### src/rtl/core/hmt_pkg.sv
`timescale 1ns / 1ps
`default_nettype none

package hmt_pkg;

    localparam int NUM_SLOTS     = 4;
    localparam int NUM_DETECTORS = 5;
    localparam int COUNT_BITS    = 9;

    localparam int DET_W     = 3;
    localparam int PID_W     = 32;
    localparam int MOM_W     = 16;
    localparam int MINH_W    = 8;
    localparam int CFG_IDX_W = 3;
    localparam int CFG_DATA_W = 64;
    localparam int PCOUNT_W  = 3;

    typedef logic [COUNT_BITS-1:0] count_t;
    typedef logic [PID_W-1:0]      pid_t;
    typedef logic [MINH_W-1:0]     minh_t;
    typedef logic [DET_W-1:0]      det_t;

    localparam count_t COUNT_MAX = {COUNT_BITS{1'b1}};

    // detector numbers
    localparam det_t DET_BBC  = 3'd0;
    localparam det_t DET_MUI  = 3'd1;
    localparam det_t DET_MUT  = 3'd2;
    localparam det_t DET_MUPC = 3'd3;
    localparam det_t DET_SVX  = 3'd4;

    // configuration register indexes
    localparam logic [CFG_IDX_W-1:0] CFG_DETECTOR_ENABLE   = 3'd0;
    localparam logic [CFG_IDX_W-1:0] CFG_ABS_ONLY          = 3'd1;
    localparam logic [CFG_IDX_W-1:0] CFG_MIN_MOMENTUM      = 3'd2;
    localparam logic [CFG_IDX_W-1:0] CFG_MIN_HITS_PACKED   = 3'd3;
    localparam logic [CFG_IDX_W-1:0] CFG_PARTICLE_COUNT    = 3'd4;
    localparam logic [CFG_IDX_W-1:0] CFG_PARTICLE_IDS_LOW  = 3'd5;
    localparam logic [CFG_IDX_W-1:0] CFG_PARTICLE_IDS_HIGH = 3'd6;

    function automatic count_t sat_inc(input count_t c);
        return (c == COUNT_MAX) ? c : c + count_t'(1);
    endfunction

    // unsigned magnitude of a two's complement id, most negative maps to 2^31
    function automatic pid_t magnitude(input pid_t v);
        return v[PID_W-1] ? pid_t'(~v + pid_t'(1)) : v;
    endfunction

    function automatic pid_t slot_id(input logic [63:0] ids_low,
                                     input logic [63:0] ids_high,
                                     input int p);
        pid_t id;
        case (p)
            0: id = ids_low[31:0];
            1: id = ids_low[63:32];
            2: id = ids_high[31:0];
            3: id = ids_high[63:32];
            default: id = '0;
        endcase
        return id;
    endfunction

endpackage

`default_nettype wire

### src/rtl/core/hmt_slot_match.sv
`timescale 1ns / 1ps
`default_nettype none

module hmt_slot_match (
    input  wire hmt_pkg::pid_t                      hit_id,
    input  wire                                     abs_only,
    input  wire [63:0]                              ids_low,
    input  wire [63:0]                              ids_high,
    input  wire [hmt_pkg::PCOUNT_W-1:0]             particle_count,
    output logic [hmt_pkg::NUM_SLOTS-1:0]           match
);
    import hmt_pkg::*;

    pid_t hid;
    pid_t sid [NUM_SLOTS];

    assign hid = abs_only ? magnitude(hit_id) : hit_id;

    always_comb begin
        for (int p = 0; p < NUM_SLOTS; p++) begin
            sid[p] = slot_id(ids_low, ids_high, p);
            if (abs_only) begin
                sid[p] = magnitude(sid[p]);
            end
            // slots beyond particle_count are off; a count above the slot total keeps all on
            match[p] = (int'(particle_count) > p) && (sid[p] == hid);
        end
    end

endmodule

`default_nettype wire

### src/rtl/core/hit_multiplicity_trigger_top.sv
`timescale 1ns / 1ps
`default_nettype none

// Hit multiplicity trigger. One hit request is taken every cycle unless the input
// is stalled; it lands in an input register, and from there one pass of logic
// updates the per detector totals and per detector/slot counters (all flip-flops)
// and, for a request with end_of_event set, loads the decision into the output
// register. Only a closing request waits on a full, stalled output register; all
// others keep flowing. Configuration writes are taken in any cycle and should be
// made while no event is in flight.
module hit_multiplicity_trigger_top (
    input  wire                             aclk,
    input  wire                             aresetn,

    input  wire                             s_valid,
    output logic                            s_ready,
    input  wire                             s_hit_valid,
    input  wire [hmt_pkg::DET_W-1:0]        s_detector_kind,
    input  wire signed [hmt_pkg::PID_W-1:0] s_particle_code,
    input  wire [hmt_pkg::MOM_W-1:0]        s_hit_momentum,
    input  wire                             s_end_of_event,

    output logic                            m_valid,
    input  wire                             m_ready,
    output logic                            m_triggered,

    input  wire                             cfg_valid,
    output logic                            cfg_ready,
    input  wire [hmt_pkg::CFG_IDX_W-1:0]    cfg_index,
    input  wire [hmt_pkg::CFG_DATA_W-1:0]   cfg_data
);
    import hmt_pkg::*;

    // configuration
    logic [NUM_DETECTORS-1:0]        enable_reg;
    logic                            abs_only_reg;
    logic [MOM_W-1:0]                min_mom_reg;
    logic [NUM_DETECTORS*MINH_W-1:0] min_hits_reg;
    logic [PCOUNT_W-1:0]             pcount_reg;
    logic [63:0]                     ids_low_reg;
    logic [63:0]                     ids_high_reg;

    // input register
    logic             in_valid_reg;
    logic             hit_reg;
    det_t             det_reg;
    pid_t             pid_reg;
    logic [MOM_W-1:0] mom_reg;
    logic             eoe_reg;

    // event state
    count_t cnt_reg  [NUM_DETECTORS][NUM_SLOTS];
    count_t cnt_next [NUM_DETECTORS][NUM_SLOTS];
    count_t tot_reg  [NUM_DETECTORS];
    count_t tot_next [NUM_DETECTORS];
    logic   fired_reg;
    logic   fired_next;

    logic out_valid_reg;
    logic trig_reg;
    logic trig_next;

    logic                     proceed;
    logic [NUM_SLOTS-1:0]     match;
    logic                     needs_mom;
    logic                     mom_ok;
    logic [NUM_DETECTORS-1:0] det_hit;
    logic                     any_total;
    logic                     state_busy;
    minh_t                    minh [NUM_DETECTORS];

    assign cfg_ready   = 1'b1;
    assign proceed     = in_valid_reg && (!eoe_reg || !out_valid_reg || m_ready);
    assign s_ready     = !in_valid_reg || proceed;
    assign m_valid     = out_valid_reg;
    assign m_triggered = trig_reg;

    always_ff @(posedge aclk) begin
        if (!aresetn) begin
            enable_reg   <= '0;
            abs_only_reg <= 1'b0;
            min_mom_reg  <= '0;
            min_hits_reg <= '0;
            pcount_reg   <= '0;
            ids_low_reg  <= '0;
            ids_high_reg <= '0;
        end else if (cfg_valid) begin
            case (cfg_index)
                CFG_DETECTOR_ENABLE:   enable_reg   <= cfg_data[NUM_DETECTORS-1:0];
                CFG_ABS_ONLY:          abs_only_reg <= cfg_data[0];
                CFG_MIN_MOMENTUM:      min_mom_reg  <= cfg_data[MOM_W-1:0];
                CFG_MIN_HITS_PACKED:   min_hits_reg <= cfg_data[NUM_DETECTORS*MINH_W-1:0];
                CFG_PARTICLE_COUNT:    pcount_reg   <= cfg_data[PCOUNT_W-1:0];
                CFG_PARTICLE_IDS_LOW:  ids_low_reg  <= cfg_data;
                CFG_PARTICLE_IDS_HIGH: ids_high_reg <= cfg_data;
                default: ;
            endcase
        end
    end

    always_ff @(posedge aclk) begin
        if (!aresetn) begin
            in_valid_reg <= 1'b0;
        end else if (s_ready) begin
            in_valid_reg <= s_valid;
        end
    end

    always_ff @(posedge aclk) begin
        if (s_valid && s_ready) begin
            hit_reg <= s_hit_valid;
            det_reg <= s_detector_kind;
            pid_reg <= s_particle_code;
            mom_reg <= s_hit_momentum;
            eoe_reg <= s_end_of_event;
        end
    end

    hmt_slot_match u_match (
        .hit_id         (pid_reg),
        .abs_only       (abs_only_reg),
        .ids_low        (ids_low_reg),
        .ids_high       (ids_high_reg),
        .particle_count (pcount_reg),
        .match          (match)
    );

    always_comb begin
        needs_mom = det_reg inside {DET_MUI, DET_MUT, DET_SVX};
        mom_ok    = !needs_mom || (mom_reg > min_mom_reg);
    end

    always_comb begin
        count_t inc_val;
        logic   inc;
        fired_next = fired_reg;
        any_total  = 1'b0;
        for (int d = 0; d < NUM_DETECTORS; d++) begin
            minh[d]    = min_hits_reg[d*MINH_W +: MINH_W];
            det_hit[d] = hit_reg && (det_reg == det_t'(d)) && enable_reg[d];
            tot_next[d] = det_hit[d] ? sat_inc(tot_reg[d]) : tot_reg[d];
            for (int p = 0; p < NUM_SLOTS; p++) begin
                inc     = det_hit[d] && mom_ok && match[p];
                inc_val = sat_inc(cnt_reg[d][p]);
                cnt_next[d][p] = inc ? inc_val : cnt_reg[d][p];
                if (inc && (inc_val > count_t'(minh[d]))) begin
                    fired_next = 1'b1;
                end
            end
            // any particle mode: total reaching the minimum is enough
            if (enable_reg[d] && (tot_next[d] >= count_t'(minh[d]))) begin
                any_total = 1'b1;
            end
        end
        trig_next = (pcount_reg == '0) ? any_total : fired_next;
    end

    always_ff @(posedge aclk) begin
        if (!aresetn) begin
            fired_reg <= 1'b0;
            for (int d = 0; d < NUM_DETECTORS; d++) begin
                tot_reg[d] <= '0;
                for (int p = 0; p < NUM_SLOTS; p++) begin
                    cnt_reg[d][p] <= '0;
                end
            end
        end else if (proceed) begin
            fired_reg <= eoe_reg ? 1'b0 : fired_next;
            for (int d = 0; d < NUM_DETECTORS; d++) begin
                tot_reg[d] <= eoe_reg ? '0 : tot_next[d];
                for (int p = 0; p < NUM_SLOTS; p++) begin
                    cnt_reg[d][p] <= eoe_reg ? '0 : cnt_next[d][p];
                end
            end
        end
    end

    always_ff @(posedge aclk) begin
        if (!aresetn) begin
            out_valid_reg <= 1'b0;
        end else if (proceed && eoe_reg) begin
            out_valid_reg <= 1'b1;
        end else if (m_ready) begin
            out_valid_reg <= 1'b0;
        end
    end

    always_ff @(posedge aclk) begin
        if (proceed && eoe_reg) begin
            trig_reg <= trig_next;
        end
    end

    always_comb begin
        state_busy = fired_reg;
        for (int d = 0; d < NUM_DETECTORS; d++) begin
            if (tot_reg[d] != '0) begin
                state_busy = 1'b1;
            end
        end
    end

`ifndef SYNTHESIS
    a_clear_after_close: assert property (@(posedge aclk) disable iff (!aresetn)
        (proceed && eoe_reg) |=> !state_busy)
        else $error("event state not cleared after close");

    a_stall_only_on_close: assert property (@(posedge aclk) disable iff (!aresetn)
        !s_ready |-> (in_valid_reg && eoe_reg && out_valid_reg && !m_ready))
        else $error("input stalled without a blocked close");

    a_result_from_close: assert property (@(posedge aclk) disable iff (!aresetn)
        $rose(out_valid_reg) |-> $past(proceed && eoe_reg))
        else $error("result without a closing request");

    a_result_held: assert property (@(posedge aclk) disable iff (!aresetn)
        (out_valid_reg && !m_ready) |=> (out_valid_reg && $stable(trig_reg)))
        else $error("pending result lost or changed");
`endif

endmodule

`default_nettype wire
### config.mk
export PLATFORM = sky130hd
export DESIGN_NAME = hit_multiplicity_trigger_top
export DESIGN_NICKNAME = d
export VERILOG_FILES = /design/src/rtl/core/hmt_pkg.sv /design/src/rtl/core/hmt_slot_match.sv /design/src/rtl/core/hit_multiplicity_trigger_top.sv
export SDC_FILE = /design/constraint.sdc
export NUM_CORES = 2
export LEC_CHECK = 0
export BUFFER_PORTS_ARGS = -buffer_cell sky130_fd_sc_hd__clkbuf_2
export CORE_MARGIN = 2
export CORE_UTILIZATION = 34
export DETAILED_ROUTE_END_ITERATION = 16
export PLACE_DENSITY_LB_ADDON = 0.3
export SLEW_MARGIN = 30
export SYNTH_ARGS = -nofsm -noshare
export SYNTH_HDL_FRONTEND = slang
export SYNTH_SLANG_ARGS = --single-unit
### constraint.sdc
create_clock -name aclk -period 3.9 [get_ports aclk]
set_input_delay 0.78 -clock aclk [delete_from_list [all_inputs] [get_ports aclk]]
set_output_delay 0.78 -clock aclk [all_outputs]
set_load 0.02 [all_outputs]
==> impl_results.md <==
- Crit path max-delay cell type: or4_4
- Hold depth: 1
- Pleak: 14.9 nW
- RSZ-0062 raised after global routing: true
- Synthesis Warnings: 0
- Yosys top cell by area: edfxtp_1
- Global route overflow: 0
- Max H-tree Level: 2
- Dpl hpwl: 73,400 um
- Period utilisation layout: 103%
- Worst-Skew Late Latency: 0.63 ns
- Type of the most critical hold path: in -> reg
- Floorplan core area: 92,900 um2
- Global-route wire length before repair: 150,000 um
- Syn Area/Cell: 9.31 um2
- Max-slew headroom: 36.8%
- Max reg flops: 180
- Post-synth top flop: edfxtp_1
- Cell Area, Placed: 36,300 um2
- Top Usage Layer GRT: met2
- FF-to-FF path depth: 17
- Initial antenna violation count: 3
- Clock transition at path regs: 0.06 ns
- Max incr delay on CP: 0.58 ns
- CTS tree: done
- GR met3 Demand/Resource: 3.33%
- Setup crit end kind: flop
- Die width: 309 um
- Nets: 4,178
- Site Rows: 112
- Die Span Y: 309 um
- Routed Antenna Nets: 0
- Yosys reg bits: 475
- Peak supply drop: 0.316 mV
- CP delay by family, top: simple AND/OR/NAND/NOR gates
- Final Hold Fails: 0
- Routed WL per cell: 19.1 um
- DRC: 0
- Minimum clock period: 4.03 ns
- Clk Tree Root Cell: clkbuf_16
- Critical Path RT: 4.24 ns
- Initial Util: 34.2%
- Gpl congestion: 0.946
- Gr usage total: 20.1%
- IO Count: 129
- Outcome: finished with violations
- Failing checks: setup timing
- Largest net degree at the start of global routing: 196
- Syn_nets: 3,779
- Top-count cell post-synth: nand2_1
- Layout cell share with drive strength beyond 1: 19.4%
- Post-synth top cells: nand2_1 (533), xnor2_1 (280), edfxtp_1 (279), ha_1 (246), dfxtp_1 (196)
- Sequential area share after synthesis: 38.8%
- FFs w/ async S/R, synth: 0%
- Cells after Synth: 3,408
- Fillers: 9,023
- Drt via density: 5.23
- Ant. Diodes: 0
- CTS sink count: 475
- Worst Path Class, Setup: reg -> reg
- Syn-to-layout area delta: 23.5%
- Final worst slack: -0.135 ns
- Post-synth top area share: 26.4%
- Fin. max-slew vios: 0
- Max Cap Viol: 0
- Synth Cell Area: 31,700 um2
- Port Buf Inserts: 127
- CTS Buf Count: 57
- Worst Tran Pin Value: 0.948 ns
- DR vias: 26,700
- Met1 Use GR: 26.9%
- Post-synth EDFFs: 279
- Cells along the critical path: or4_4 -> buf_6 -> nor4_4 -> buf_4 -> buf_6 -> o31ai_4 -> buf_12 -> xor2_2 -> xnor2_1 -> nor4_1 -> nand4_1 -> nor4_4 -> buf_12 -> buf_12 -> nand2_4 -> a21oi_4 -> buf_6
- DR pass1 iterations: 7
- Layout Skew: 0.0212 ns
- Post-synthesis cell type count: 86
- Vias in the first global route: 25,900
- Met2 Track Usage GR: 32.9%
- FMAX: 248 MHz
- Drt first-iter violations: 1,770
- Crit path DAT: 4.38 ns
- Pwr per Cell Area: 344 nW/um2
- Routed WL: 97,700 um
- Bufs and invs on worst path: 7
- CP Launch Type: flop
- Die area: 95,800 um2
- Overall power: 13.5 mW
- Post-route cell area: 39,200 um2
- Layout Utilization: 42.2%
- Clk buf depth: 3
- CP Depth: 17
- Worst-path fanout max: 5
- Synth top area cells: edfxtp_1 (26%), dfxtp_1 (12%), ha_1 (9.7%)
- Finish-stage setup viols: 90
==> routing by layer <==
metal	routed length, um	vias to the layer above
met5	37	-
met4	3320	6
met3	6040	185
met2	44800	758
met1	43500	12700
li1	-	13100
==> placed cells by master (no fill, tap or decap), types with 14 or more instances in the layout <==
cell type and n:
nand2_1 520, buf_4 296, edfxtp_1 279, xnor2_1 268, ha_1 243, dfxtp_1 195
a21boi_0 189, nor2b_1 170, nor2_1 163, clkbuf_2 126, a21oi_1 125, xor2_1 116
nand4_1 107, inv_1 89, and3_1 80, clkbuf_16 65, nand3_1 62, o21ai_0 61
a31oi_1 58, o21a_1 46, nor3_1 41, nor4_1 39, buf_12 28, mux2_2 25
or4_1 20, xnor2_2 19, o31ai_1 19, buf_6 19, mux2i_1 17, o41ai_1 16
or3_1 15, nand2b_1 15, a21o_1 15, and2_1 14
==> what timing repair did <==
action | CTS | global route
setup endpoints to repair | 137 | 182
pin swaps | 11 | 44
resized for setup | 35 | 118
setup buffers | 6 | 15
hold buffers | 0 | 0
cloned | 2 | 6
endpoints found under the hold margin | 0 | 0
==> worst reg2reg max path: stages, from the launching register on <==
cell and delay, ns:
edfxtp_1 0.38, or4_4 0.58, buf_6 0.15, nor4_4 0.29
buf_4 0.17, buf_6 0.09, o31ai_4 0.08, buf_12 0.14
xor2_2 0.17, xnor2_1 0.14, nor4_1 0.26, nand4_1 0.21
nor4_4 0.39, buf_12 0.18, buf_12 0.15, nand2_4 0.06
a21oi_4 0.17, buf_6 0.15
==> worst paths after layout <==
path	from	end	slack (ns)
max reg2reg	pid_reg[5]	cnt_reg[0][130]	-0.13
min reg2reg	min_hits_reg[37]	min_hits_reg[37]	0.47
max	pid_reg[5]	cnt_reg[0][130]	-0.13
min	s_particle_code[18]	pid_reg[18]	0.32
==> logic make-up after synthesis <==
logic type | Yosys count | share of synthesized area [%]
fa+ha+maj | 246 | 9.70
simple gates | 1354 | 21.5
buf+inv | 221 | 2.66
compound gates | 655 | 14.0
xor+xnor | 414 | 12.0
mux | 42 | 1.42
other cells | 1 | 0.0118
flops | 475 | 38.8
==> final cells by class <==
cell class,count,area [um2],share of cell area (%)
clock buffers,78,1660,4.24
inverters,90,338,0.862
flip-flops and latches,475,12300,31.4
multi-input cells,2712,19400,49.4
clock inverters,29,288,0.734
repair buffers,471,3680,9.38
well taps,1254,1570,4.00
==> metrics by stage <==
stage               setup TNS (ns)  std cells  setup WS [ns]  hold WS, ns
floorplan                        0       3408         0.0218        0.442
global placement             -5.92       4974         -0.179        0.451
detailed placement          -10.58       4974         -0.254        0.458
CTS                          -1.80       5089        -0.0592        0.290
global route                -26.17       5109         -0.249        0.301
finish                       -6.09       5109         -0.135        0.323
==> power by group <==
part	leakage (nW)	total (mW)	switching [mW]	internal [mW]
logic	9.50	2.15	1.17	0.981
clock network	0.967	5.58	2.27	3.31
registers	4.44	5.74	0.188	5.55
total	14.9	13.5	3.63	9.85
No activity file was read; power rests on OpenSTA's default activity.
